### src/design/csem_pkg.sv
// ----------------------------------------------------------------------------
// csem_pkg
// Shared constants and types of the counting semaphore with a waiter queue.
// ----------------------------------------------------------------------------
package csem_pkg;

  localparam int MaxWaiters = 8;
  localparam int CountWidth = 16;

  localparam int PtrWidth = (MaxWaiters > 1) ? $clog2(MaxWaiters) : 1;
  localparam int LenWidth = $clog2(MaxWaiters + 1);

  localparam longint CountMaxL = (64'sd1 <<< (CountWidth - 1)) - 64'sd1;
  localparam longint CountMinL = -(64'sd1 <<< (CountWidth - 1));

  typedef enum logic [1:0] {
    ACT_WAIT    = 2'd0,
    ACT_SIGNAL  = 2'd1,
    ACT_TRYWAIT = 2'd2,
    ACT_READ    = 2'd3
  } action_e;

  typedef enum logic [2:0] {
    ST_GRANTED     = 3'd0,
    ST_QUEUED      = 3'd1,
    ST_FULL        = 3'd2,
    ST_WOULD_BLOCK = 3'd3,
    ST_SIGNALED    = 3'd4,
    ST_SATURATED   = 3'd5
  } status_e;

  typedef enum logic {
    S_EMPTY = 1'b0,
    S_HOLD  = 1'b1
  } state_e;

  typedef struct packed {
    logic exec;
    logic reload;
  } csem_cmd_t;

endpackage

### src/design/csem_ctrl.sv
// ----------------------------------------------------------------------------
// csem_ctrl
// Handshake controller: tracks whether a result word is held at the output.
// ----------------------------------------------------------------------------
module csem_ctrl import csem_pkg::*; (
  input  logic      clk_i,
  input  logic      rst_ni,
  input  logic      in_valid_i,
  output logic      in_ready_o,
  output logic      out_valid_o,
  input  logic      out_ready_i,
  input  logic      cfg_we_i,
  output csem_cmd_t cmd_o
);

  state_e state_q, state_d;

  always_ff @(posedge clk_i or negedge rst_ni) begin
    if (!rst_ni) begin
      state_q <= S_EMPTY;
    end else begin
      state_q <= state_d;
    end
  end

  always_comb begin
    state_d      = state_q;
    in_ready_o   = 1'b0;
    out_valid_o  = 1'b0;
    cmd_o.exec   = 1'b0;
    cmd_o.reload = cfg_we_i;
    unique case (state_q)
      S_EMPTY: begin
        in_ready_o = 1'b1;
        if (in_valid_i) begin
          cmd_o.exec = 1'b1;
          state_d    = S_HOLD;
        end
      end
      S_HOLD: begin
        out_valid_o = 1'b1;
        in_ready_o  = out_ready_i;
        if (out_ready_i) begin
          if (in_valid_i) begin
            cmd_o.exec = 1'b1;
          end else begin
            state_d = S_EMPTY;
          end
        end
      end
      default: state_d = S_EMPTY;
    endcase
  end

endmodule

### src/design/csem_dp.sv
// ----------------------------------------------------------------------------
// csem_dp
// Datapath: count register, waiter ring and the result word register.
// ----------------------------------------------------------------------------
module csem_dp import csem_pkg::*; (
  input  logic            clk_i,
  input  logic            rst_ni,
  input  csem_cmd_t       cmd_i,
  input  logic [15:0]     cfg_wdata_i,
  input  logic [1:0]      action_i,
  input  logic [15:0]     requester_task_i,
  input  logic [7:0]      requester_thread_i,
  output logic [2:0]      status_o,
  output logic            woke_valid_o,
  output logic [15:0]     woke_task_o,
  output logic [7:0]      woke_thread_o,
  output logic signed [15:0] count_value_o,
  output logic [3:0]      waiters_now_o
);

  localparam logic signed [CountWidth-1:0] CountMax = CountWidth'(CountMaxL);
  localparam logic signed [CountWidth-1:0] CountMin = CountWidth'(CountMinL);
  localparam logic [PtrWidth:0] RingSize = (PtrWidth + 1)'(MaxWaiters);

  logic signed [CountWidth-1:0] count_q, count_d;
  logic [PtrWidth-1:0]          head_q, head_d;
  logic [LenWidth-1:0]          len_q, len_d;
  logic [15:0]                  task_q   [MaxWaiters];
  logic [7:0]                   thread_q [MaxWaiters];

  logic [2:0]  status_q, status_d;
  logic        woke_q, woke_d;
  logic [15:0] wtask_q, wtask_d;
  logic [7:0]  wthread_q, wthread_d;

  logic signed [15:0] cfg_val;
  logic [PtrWidth:0]  tail_sum, head_inc;
  logic [PtrWidth-1:0] tail_idx;
  logic               push;
  action_e            act;

  assign cfg_val = signed'(cfg_wdata_i);
  assign act     = action_e'(action_i);

  assign tail_sum = (PtrWidth + 1)'(head_q) + (PtrWidth + 1)'(len_q);
  assign tail_idx = (tail_sum >= RingSize) ? PtrWidth'(tail_sum - RingSize)
                                           : PtrWidth'(tail_sum);
  assign head_inc = (PtrWidth + 1)'(head_q) + (PtrWidth + 1)'(1);

  always_comb begin
    count_d   = count_q;
    head_d    = head_q;
    len_d     = len_q;
    status_d  = status_q;
    woke_d    = woke_q;
    wtask_d   = wtask_q;
    wthread_d = wthread_q;
    push      = 1'b0;
    if (cmd_i.reload) begin
      if (longint'(cfg_val) > CountMaxL) begin
        count_d = CountMax;
      end else if (longint'(cfg_val) < CountMinL) begin
        count_d = CountMin;
      end else begin
        count_d = CountWidth'(cfg_val);
      end
      head_d = '0;
      len_d  = '0;
    end else if (cmd_i.exec) begin
      status_d  = ST_GRANTED;
      woke_d    = 1'b0;
      wtask_d   = '0;
      wthread_d = '0;
      unique case (act)
        ACT_WAIT: begin
          if (count_q > 0) begin
            count_d = count_q - CountWidth'(1);
          end else if (len_q < LenWidth'(MaxWaiters)) begin
            push     = 1'b1;
            len_d    = len_q + LenWidth'(1);
            status_d = ST_QUEUED;
          end else begin
            status_d = ST_FULL;
          end
        end
        ACT_SIGNAL: begin
          if (count_q == CountMax) begin
            status_d = ST_SATURATED;
          end else begin
            count_d  = count_q + CountWidth'(1);
            status_d = ST_SIGNALED;
          end
          if (len_q != '0) begin
            woke_d    = 1'b1;
            wtask_d   = task_q[head_q];
            wthread_d = thread_q[head_q];
            head_d    = (head_inc >= RingSize) ? '0 : PtrWidth'(head_inc);
            len_d     = len_q - LenWidth'(1);
          end
        end
        ACT_TRYWAIT: begin
          if (count_q > 0) begin
            count_d = count_q - CountWidth'(1);
          end else begin
            status_d = ST_WOULD_BLOCK;
          end
        end
        ACT_READ: status_d = ST_GRANTED;
        default:  status_d = ST_GRANTED;
      endcase
    end
  end

  always_ff @(posedge clk_i or negedge rst_ni) begin
    if (!rst_ni) begin
      count_q  <= '0;
      head_q   <= '0;
      len_q    <= '0;
    end else begin
      count_q  <= count_d;
      head_q   <= head_d;
      len_q    <= len_d;
    end
  end

  always_ff @(posedge clk_i) begin
    status_q  <= status_d;
    woke_q    <= woke_d;
    wtask_q   <= wtask_d;
    wthread_q <= wthread_d;
    if (push) begin
      task_q[tail_idx]   <= requester_task_i;
      thread_q[tail_idx] <= requester_thread_i;
    end
  end

  assign status_o      = status_q;
  assign woke_valid_o  = woke_q;
  assign woke_task_o   = wtask_q;
  assign woke_thread_o = wthread_q;
  assign count_value_o = 16'(longint'(count_q));
  assign waiters_now_o = 4'(len_q);

endmodule

### src/design/counting_semaphore_fifo_waiters_core.sv
// Result: a result word is registered and presented in the cycle after its request is accepted.
// Throughput: one request per cycle; the output register is reloaded in the
// same cycle the held word is taken, so only a stalled consumer slows it.
// Reset: count, ring head and waiter count clear to zero; queue entries are
// not cleared and are only read after being written.
// ----------------------------------------------------------------------------
// counting_semaphore_fifo_waiters_core
// Counting semaphore with a FIFO of waiting requesters.
// ----------------------------------------------------------------------------
module counting_semaphore_fifo_waiters_core import csem_pkg::*; (
  input  logic               clk_i,
  input  logic               rst_ni,
  input  logic               cfg_we_i,
  input  logic [15:0]        cfg_wdata_i,
  input  logic               in_valid_i,
  output logic               in_ready_o,
  input  logic [1:0]         action_i,
  input  logic [15:0]        requester_task_i,
  input  logic [7:0]         requester_thread_i,
  output logic               out_valid_o,
  input  logic               out_ready_i,
  output logic [2:0]         status_o,
  output logic               woke_valid_o,
  output logic [15:0]        woke_task_o,
  output logic [7:0]         woke_thread_o,
  output logic signed [15:0] count_value_o,
  output logic [3:0]         waiters_now_o
);

  csem_cmd_t cmd;

  csem_ctrl u_ctrl (
    .clk_i       (clk_i),
    .rst_ni      (rst_ni),
    .in_valid_i  (in_valid_i),
    .in_ready_o  (in_ready_o),
    .out_valid_o (out_valid_o),
    .out_ready_i (out_ready_i),
    .cfg_we_i    (cfg_we_i),
    .cmd_o       (cmd)
  );

  csem_dp u_dp (
    .clk_i              (clk_i),
    .rst_ni             (rst_ni),
    .cmd_i              (cmd),
    .cfg_wdata_i        (cfg_wdata_i),
    .action_i           (action_i),
    .requester_task_i   (requester_task_i),
    .requester_thread_i (requester_thread_i),
    .status_o           (status_o),
    .woke_valid_o       (woke_valid_o),
    .woke_task_o        (woke_task_o),
    .woke_thread_o      (woke_thread_o),
    .count_value_o      (count_value_o),
    .waiters_now_o      (waiters_now_o)
  );

endmodule
### config.mk
export PLATFORM = sky130hd
export DESIGN_NAME = counting_semaphore_fifo_waiters_core
export DESIGN_NICKNAME = d
export VERILOG_FILES = /design/src/design/csem_pkg.sv /design/src/design/csem_ctrl.sv /design/src/design/csem_dp.sv /design/src/design/counting_semaphore_fifo_waiters_core.sv
export SDC_FILE = /design/constraint.sdc
export NUM_CORES = 1
export LEC_CHECK = 0
export BUFFER_PORTS_ARGS = -buffer_cell sky130_fd_sc_hd__buf_2
export CAP_MARGIN = 30
export CORE_MARGIN = 2
export CORE_UTILIZATION = 25
export DETAILED_ROUTE_END_ITERATION = 16
export PLACE_DENSITY = 0.42
export RECOVER_POWER = 50
export SETUP_SLACK_MARGIN = 0.15
export SLEW_MARGIN = 30
export SYNTH_ARGS = -nofsm -noshare
export SYNTH_HDL_FRONTEND = slang
export SYNTH_HIERARCHICAL = 1
export SYNTH_SLANG_ARGS = --single-unit
### constraint.sdc
create_clock -name clk_i -period 5.6 [get_ports clk_i]
set_clock_uncertainty 0.05 [all_clocks]
set_input_delay 1.12 -clock clk_i [delete_from_list [all_inputs] [get_ports clk_i]]
set_output_delay 1.12 -clock clk_i [all_outputs]
set_load 0.05 [all_outputs]
==> results of run 1 <==
==> state kept, by name, indices dropped and copies added (netlist names) <==
| signal | cells |
|---|---|
| u_dp/task_q | 128 |
| u_dp/woke_valid_o | 1 |
| u_dp/thread_q | 64 |
| u_dp/status_o | 3 |
| u_dp/woke_thread_o | 8 |
| u_dp/woke_task_o | 16 |
| u_dp/count_value_o | 16 |
| u_dp/waiters_now_o | 4 |
| u_dp/head_q | 3 |
| u_ctrl/state_q | 1 |
==> layout by cell type (no fill, tap or decap), types with 15 or more instances in the layout <==
cell type / instances
edfxtp_1: 220
a21oi_1: 25
mux4_2: 48
buf_4: 16
ha_1: 20
nand2_1: 22
buf_2: 60
dfrtp_1: 21
o21ai_0: 15
nor2_1: 37
clkbuf_1: 41
clkbuf_16: 29
mux2i_1: 32
==> through the flow <==
| stage | std cells | total power [W] | area [um^2] | util |
|---|---|---|---|---|
| floorplan | 603 | 0.002355 | 10400 | - |
| global placement | 1221 | 0.002484 | 11580 | 0.2829 |
| detailed placement | 1221 | 0.002483 | 11580 | 0.2829 |
| CTS | 1273 | 0.004368 | 12520 | 0.3059 |
| global route | 1273 | 0.004465 | 12440 | 0.3041 |
| finish | 1273 | 0.004291 | 12440 | 0.3041 |
==> worst min-delay path, delay by kind of cell (launching register included) <==
kind          cells  cell delay [ps]
flops             1              350
simple gates      2              150
==> per-layer routing <==
metal,part of all wire,up-vias,track usage
met5,0,-,0
li1,-,2634,-
met2,0.49,128,0.1949
met3,0.046,31,0.02355
met1,0.45,2912,0.1528
met4,0.019,0,0.02446
==> layout make-up <==
cell class,count,area (um^2)
Clock buffer,33,740.7
Clock inverter,19,202.7
Fill cell,4087,28480
Inverter,12,46.29
Multi-Input combinational cell,320,3017
Sequential cell,244,7213
Tap cell,532,665.6
Timing Repair Buffer,113,559.3
==> where the power goes <==
group          internal [W]  switching, W  total [W]
registers           0.00201     0.0000408    0.00205
logic              0.000121      0.000260   0.000382
clock network       0.00110      0.000759    0.00186
total               0.00323       0.00106    0.00429
==> path summary, 6_finish.rpt <==
| path | from | to | slack [ps] | depth (start not counted) |
|---|---|---|---|---|
| setup / recovery | out_ready_i | u_dp/thread_q[7][1] | 2060 | 9 |
| hold / removal | u_ctrl/state_q | u_ctrl/state_q | 490 | 2 |
| setup reg to reg | u_ctrl/state_q | u_dp/thread_q[7][1] | 2330 | 8 |
| hold reg to reg | u_ctrl/state_q | u_ctrl/state_q | 490 | 2 |
| max in group asynchronous | rst_ni | u_dp/head_q[0] | 3500 | 1 |
| min in group asynchronous | rst_ni | u_dp/count_value_o[6] | 880 | 1 |
==> kinds of logic after synthesis <==
| family | share of synthesized area |
|---|---|
| muxes | 0.1362 |
| adders and majority gates | 0.02983 |
| xor gates and xnor gates | 0.01347 |
| and+or+nand+nor | 0.06111 |
| buffers and inverters | 0.01828 |
| AOI/OAI and AO/OA | 0.04824 |
| DFF | 0.6929 |
==> results.yml, run 1 <==
global_route:
  grt.total_usage: 0.1152
  grt_max_degree: 53
  grt_first_pass_wirelength_um: 38080
  antenna_found_initial: 0
  grt_overflow: 0
  grt_pass1_vias: 6007
timing:
  final-hold-violation-count: 0
  fmax_mhz: 282.6
  drv_slew: 50
  whs_ps: 485.4
  setup_ws_ps: 2061
  tightest_slew_ps: 1556
  post-route-min-period_ps: 3539
  rsz0062_at_grt: "no"
  post-route-period-util: 0.6319
  finalSetupViolCount: 0
  tns_ps: 0
  slew_headroom: -0.03761
min_path:
  worstHoldPathType: "reg2reg"
yosys:
  synth_seq_area_share: 0.6929
  synth_async_sr_flop_share: 0.09836
  synth_area_mm2: 0.01040
  post-synth-top-area-cell: "edfxtp_1"
  ys_ff_latch: 244
  ys_types: 55
  yosysWarnings: 6
  synth_top_area_share: 0.6351
  synth_area_per_cell_um2: 17.25
  syn_inst: 603
  synthTopCellsByCount: "edfxtp_1 (220), mux4_2 (48), nor2_1 (42)"
  synth_edf_count: 220
  yosysMostFrequentCell: "edfxtp_1"
  synth-main-ff-cell: "edfxtp_1"
  mappedNetlistNets: 673
  synthTopCellsByArea: "edfxtp_1 (64%), mux4_2 (10%), dfrtp_1 (5.8%)"
job:
  drv_cap: 2
floorplanning:
  rows: 74
  ios: 97
  core_mm2: 0.04092
  dieWidth_um: 208.0
  die_area_mm2: 0.04325
  die_h_um: 208.0
  start_util: 0.2542
clock_tree:
  numCtsBuffers: 29
  root_buffer: "clkbuf_16"
  clk_latency_ps: 560
  post-cts-setup-buffers: 0
  cts_tree: "yes"
  cts_num_sinks: 244
  h-tree-depth: 1
  max-clock-path-buffers: 3
  clk_pin_slew_worst_paths_ps: 60
  hold_buffers: 0
  cts_resized: 0
final_layout:
  areaGrowthSynthToFinish_pct: 19.64
  drive_gt1_frac: 0.2497
  n_antenna_cell: 0
  final_nets: 790
setup_path:
  critPathKind: "in2reg"
  path_cells: "buf_2, nand2b_1, and2_0, inv_1, nor2_4, buf_4, nand4_1, nor2_2, buf_4"
  critPathArrivalTime_ps: 3740
  endpoint_kind: "flip-flop"
  crit_top_cell: "buf_4"
  startpoint_type: "input pin"
  crit_path_max_fanout: 30
  crit_path_top_delay_cell: "nor2_2"
  worstPathRequired_ps: 5800
  critPathBufInv: 4
  critPathTopFamily: "simple AND/OR/NAND/NOR gates"
  max_stage_delay_ps: 640
drt:
  drtPass1Iterations: 4
  avgViaCountPerCell: 4.482
  routed_wl_um: 24900
  drc: 0
  ant_nets: 0
  vias: 5705
  drt-initial-drc-count: 291
  wl_per_cell_um: 19.56
power_and_ir_drop:
  cellLeakagePower_nw: 4.081
  irDropWorstVdd_uv: 169.0
  powerDensity_mw_per_mm2: 344.8
placed_design:
  gp_congestion: 0.7773
  portBuffers: 96
  pre_cts_slack_ps: 1722
  dpl.hpwl_um: 15510
status:
  failed_checks: "capacitance limit, slew limit"
  status: "finished, violations left"
Power figures use the tool's default switching activity.
==> inputs of run 2 (changes only) <==
--- a/config.mk
+++ b/config.mk
@@ -10,7 +10,7 @@
 export CORE_MARGIN = 2
 export CORE_UTILIZATION = 25
 export DETAILED_ROUTE_END_ITERATION = 16
-export PLACE_DENSITY = 0.42
+export PLACE_DENSITY = 0.44
 export RECOVER_POWER = 50
 export SETUP_SLACK_MARGIN = 0.15
 export SLEW_MARGIN = 30
==> constraint.sdc (replaced) <==
create_clock -name clk_i -period 3.15 [get_ports clk_i]
set_clock_uncertainty 0.05 [all_clocks]
set_input_delay 0.63 -clock clk_i [delete_from_list [all_inputs] [get_ports clk_i]]
set_output_delay 0.63 -clock clk_i [all_outputs]
set_load 0.05 [all_outputs]
==> results.yml, run 2 (synthesized netlist as in run 1, its figures left out) <==
clock_tree:
  root_buffer: "clkbuf_16"
  clk_latency_ps: 570
  h-tree-depth: 1
  cts_tree: "yes"
  cts_num_sinks: 244
  max-clock-path-buffers: 3
  hold_buffers: 0
  numCtsBuffers: 28
  clk_pin_slew_worst_paths_ps: 60
  post-cts-setup-buffers: 0
  cts_resized: 0
global_route:
  grt.total_usage: 0.1165
  grt_pass1_vias: 6030
  grt_max_degree: 53
  antenna_found_initial: 2
  grt_overflow: 0
  grt_first_pass_wirelength_um: 38580
final_layout:
  multi_input_area_mm2: 0.003044
  fin_cells: 1276
  fillCellCount: 4093
  final_nets: 792
  layout.cells.most_common: "edfxtp_1"
  regMostFlops: "u_dp/task_q"
  utilization: 0.3105
  n_antenna_cell: 0
  regArea_mm2: 0.007213
  areaGrowthSynthToFinish_pct: 22.18
  mostFrequentLayoutCells: "edfxtp_1 (220), clkbuf_1 (52), mux4_2 (48), buf_2 (47), nor2_1 (38)"
  largest_reg_flops: 128
  largestRegisters: "u_dp/task_q (128), u_dp/thread_q (64)"
  drive_gt1_frac: 0.2446
drt:
  routed_wl_um: 25520
  wl_per_cell_um: 20.00
  dr_wl_met2_um: 11850
  avgViaCountPerCell: 4.566
  vias: 5826
  route.met3.wl_um: 1123
  ant_nets: 0
  drc: 0
  highest_layer: "met5"
  drtPass1Iterations: 4
  wl_met1_um: 11940
  drt-initial-drc-count: 332
power_and_ir_drop:
  irDropWorstVdd_uv: 420.6
  power.switching_w: 0.001915
  power.share.switching: 0.2388
  cellLeakagePower_nw: 4.137
  p_int_w: 0.006103
  p_seq_frac: 0.454
  powerDensity_mw_per_mm2: 630.9
  p_clk_frac: 0.458
  pwr-share-comb: 0.088
placed_design:
  place_inst: 1224
  portBuffers: 96
  dpl.hpwl_um: 14600
  gp_congestion: 0.8071
  pre_cts_slack_ps: 234.9
timing:
  post-route-min-period_ps: 2802
  rsz0062_at_grt: "no"
  tns_ps: 0
  post-route-period-util: 0.8895
  drv_slew: 25
  finalSetupViolCount: 0
  fmax_mhz: 356.9
  tightest_slew_ps: 1508
  final-hold-violation-count: 0
  slew_headroom: -0.005467
  setup_ws_ps: 348.1
setup_path:
  rrSetupSlack_ps: 350
  critPathKind: "reg2reg"
  crit_path_start: "u_dp/count_value_o[0]"
  critPathArrivalTime_ps: 2980
  r2r-start: "u_dp/count_value_o[0]"
  crit_path_max_fanout: 24
  startpoint_type: "flip-flop"
  endpoint_kind: "flip-flop"
  worstPathRequired_ps: 3330
floorplanning:
  core_mm2: 0.04092
  die_h_um: 208.0
  die_area_mm2: 0.04325
  start_util: 0.2542
  dieWidth_um: 208.0
  ios: 97
  rows: 74
min_path:
  worstHoldPathType: "in2reg"
  hold_start: "cfg_wdata_i[6]"
job:
  drv_cap: 1
status:
  status: "finished, violations left"
  failed_checks: "capacitance limit, slew limit"
run 2: worst max-delay path, stage by stage (launching register included):
cell      delay (ps)
dfrtp_1          490
nor4_1           450
a41oi_1          330
nor2_1           230
nand4b_1         360
nor3_4           310
buf_12           260
run 2: area by class of cell:
| class | count | area share |
|---|---|---|
| timing repair buffer | 116 | 0.05366 |
| multi-input combinational | 320 | 0.2395 |
| clock inverter | 21 | 0.02688 |
| clock buffer | 31 | 0.05602 |
| inverter | 12 | 0.003938 |
| tap | 532 | 0.05238 |
| sequential | 244 | 0.5676 |
run 2: path summary, 6_finish.rpt:
kind,depth (start not counted),endpoint
max,6,u_dp/task_q[0][8]
min,3,u_dp/count_value_o[6]
max reg2reg,6,u_dp/task_q[0][8]
min reg2reg,2,u_ctrl/state_q
max in group asynchronous,1,u_dp/head_q[0]
min in group asynchronous,1,u_dp/count_value_o[0]
run 2: power groups by stage:
stage / Combinational (W) / Sequential [W] / Clock [W]
5_1_grt: 0.000774 / 0.00365 / 0.00390
3_3_place_gp: 0.000724 / 0.00371 / 0
6_report: 0.000709 / 0.00364 / 0.00367
4_1_cts: 0.000724 / 0.00364 / 0.00379
3_5_place_dp: 0.000723 / 0.00371 / 0
2_1_floorplan: 0.000347 / 0.00384 / 0
run 2: metrics by stage:
stage / hold slack, ps / cell area [um^2] / total power (W)
5_1_grt: 232.0 / 12710 / 0.008319
3_5_place_dp: 521.5 / 11740 / 0.004430
6_report: 243.3 / 12710 / 0.008018
4_1_cts: 56.16 / 12790 / 0.008152
2_1_floorplan: 284.4 / 10470 / 0.004190
3_3_place_gp: 535.4 / 11740 / 0.004433
run 2: per-layer routing:
layer | global-route usage | up-vias
met5 | 0 | -
li1 | - | 2641
met3 | 0.02204 | 42
met1 | 0.1598 | 3005
met2 | 0.1896 | 134
met4 | 0.03081 | 4
==> inputs of run 3 (changes only) <==
--- a/config.mk
+++ b/config.mk
@@ -5,12 +5,12 @@
 export SDC_FILE = /design/constraint.sdc
 export NUM_CORES = 1
 export LEC_CHECK = 0
-export BUFFER_PORTS_ARGS = -buffer_cell sky130_fd_sc_hd__buf_2
+export BUFFER_PORTS_ARGS = -buffer_cell sky130_fd_sc_hd__clkbuf_2
 export CAP_MARGIN = 30
 export CORE_MARGIN = 2
-export CORE_UTILIZATION = 25
+export CORE_UTILIZATION = 53
 export DETAILED_ROUTE_END_ITERATION = 16
-export PLACE_DENSITY = 0.44
+export PLACE_DENSITY = 0.77
 export RECOVER_POWER = 50
 export SETUP_SLACK_MARGIN = 0.15
 export SLEW_MARGIN = 30
==> results.yml, run 3 (synthesized netlist as in run 1, its figures left out) <==
global_route:
  grt.total_usage: 0.2151
  grt_pass1_vias: 5919
  busiest_layer: "met2"
  grt_overflow: 0
  antenna_found_initial: 1
  grtUsageMet1: 0.2956
  grt_first_pass_wirelength_um: 33500
  grt_max_degree: 53
  grt_use_met3: 0.03907
  grt_use_met2: 0.3574
drt:
  wl_per_cell_um: 21.77
  routed_wl_um: 21920
  drc: 0
  avgViaCountPerCell: 5.811
  vias: 5852
  ant_nets: 0
  drtPass1Iterations: 5
  drt-initial-drc-count: 501
timing:
  final-hold-violation-count: 0
  post-route-min-period_ps: 2693
  drv_slew: 0
  tightest_slew_ps: 1436
  slew_headroom: 0.04234
  post-route-period-util: 0.8548
  fmax_mhz: 371.4
  finalSetupViolCount: 0
  rsz0062_at_grt: "no"
job:
  drv_cap: 0
floorplanning:
  die_area_mm2: 0.02076
  dieWidth_um: 144.1
  rows: 51
  start_util: 0.5380
  die_h_um: 144.1
  core_mm2: 0.01933
  ios: 97
clock_tree:
  hold_buffers: 0
  cts_resized: 0
  clk_latency_ps: 540
  cts_num_sinks: 244
  numCtsBuffers: 26
  post-cts-setup-buffers: 0
  root_buffer: "clkbuf_16"
  h-tree-depth: 1
  cts_tree: "yes"
  clk_pin_slew_worst_paths_ps: 60
  max-clock-path-buffers: 3
final_layout:
  largest_reg_flops: 128
  areaGrowthSynthToFinish_pct: 16.55
  regMostFlops: "u_dp/task_q"
  utilization: 0.6270
  drive_gt1_frac: 0.2389
  fin_cells: 1007
  largestRegisters: "u_dp/task_q (128), u_dp/thread_q (64)"
  final_nets: 792
  fillCellCount: 1411
  mostFrequentLayoutCells: "edfxtp_1 (220), clkbuf_1 (53), clkbuf_2 (50), mux4_2 (48), nor2_1 (38)"
  layout.cells.most_common: "edfxtp_1"
setup_path:
  worstPathRequired_ps: 3290
  endpoint_kind: "flip-flop"
  startpoint_type: "flip-flop"
  critPathKind: "reg2reg"
  crit_path_max_fanout: 19
  critPathArrivalTime_ps: 2840
power_and_ir_drop:
  power.switching_w: 0.001748
  p_clk_frac: 0.408
  pwr-share-comb: 0.094
  irDropWorstVdd_uv: 448.3
  p_int_w: 0.005571
  power.share.switching: 0.2388
  powerDensity_mw_per_mm2: 603.7
  p_seq_frac: 0.498
  cellLeakagePower_nw: 4.053
status:
  status: "complete, no violations"
placed_design:
  portBuffers: 96
  place_inst: 959
  dpl.hpwl_um: 13440
  gp_congestion: 0.9155
min_path:
  worstHoldPathType: "in2reg"
-- run 3: power by group through the flow --
| stage | logic, W | registers, W | clock network, W |
|---|---|---|---|
| 2_1_floorplan | 0.000347 | 0.00384 | 0 |
| 3_3_place_gp | 0.000685 | 0.00371 | 0 |
| 3_5_place_dp | 0.000693 | 0.00371 | 0 |
| 4_1_cts | 0.000696 | 0.00364 | 0.00304 |
| 5_1_grt | 0.000747 | 0.00365 | 0.00318 |
| 6_report | 0.000686 | 0.00364 | 0.00299 |
-- run 3: critical path, cell delays in order (launching register included) --
cell and delay, ps:
dfrtp_1 390, nand2b_2 90, and2_4 190, clkinvlp_2 150, nor2_1 430, nand4b_1 400
nor3_4 280, buf_4 370
-- run 3: layer usage --
| layer | wire (um) | up-vias |
|---|---|---|
| met5 | 0 | - |
| met4 | 415 | 0 |
| met3 | 1353 | 39 |
| met2 | 10940 | 189 |
| met1 | 9211 | 2983 |
| li1 | - | 2641 |
-- run 3: worst paths after layout --
kind                                startpoint                     to  slack [ps]  cells past startpoint
worst min register to register  u_ctrl/state_q         u_ctrl/state_q         510                      2
worst max-delay path            u_ctrl/state_q     u_dp/task_q[4][11]         460                      7
max in group asynchronous               rst_ni         u_dp/head_q[0]        1660                      1
worst min-delay path            cfg_wdata_i[4]  u_dp/count_value_o[4]         250                      3
worst max register to register  u_ctrl/state_q     u_dp/task_q[4][11]         460                      7
min in group asynchronous               rst_ni  u_dp/waiters_now_o[1]         370                      1
-- run 3: through the flow --
| step | worst slack, ps | hold WS [ps] | cell area [um^2] | total power, W | setup TNS (ps) |
|---|---|---|---|---|---|
| 2_1_floorplan | -22.56 | 284.4 | 10470 | 0.004190 | -1609 |
| 6_report | 457.2 | 254.8 | 12120 | 0.007319 | 0 |
| 3_5_place_dp | 269.7 | 507.8 | 11350 | 0.004402 | 0 |
| 4_1_cts | 474.7 | 71.99 | 12200 | 0.007383 | 0 |
| 5_1_grt | 218.1 | 247.2 | 12120 | 0.007572 | 0 |
| 3_3_place_gp | 367.8 | 479.0 | 11340 | 0.004391 | 0 |
-- run 3: layout make-up --
type                            count  area, um^2  area share
Sequential cell                   244        7212      0.5949
Multi-Input combinational cell    320        3054      0.2519
Clock buffer                       31       669.4     0.05522
Timing Repair Buffer              118       621.8     0.05130
Tap cell                          265       331.6     0.02735
Clock inverter                     16       182.7     0.01507
Inverter                           12       48.80    0.004025
Antenna cell                        1       2.502   0.0002064
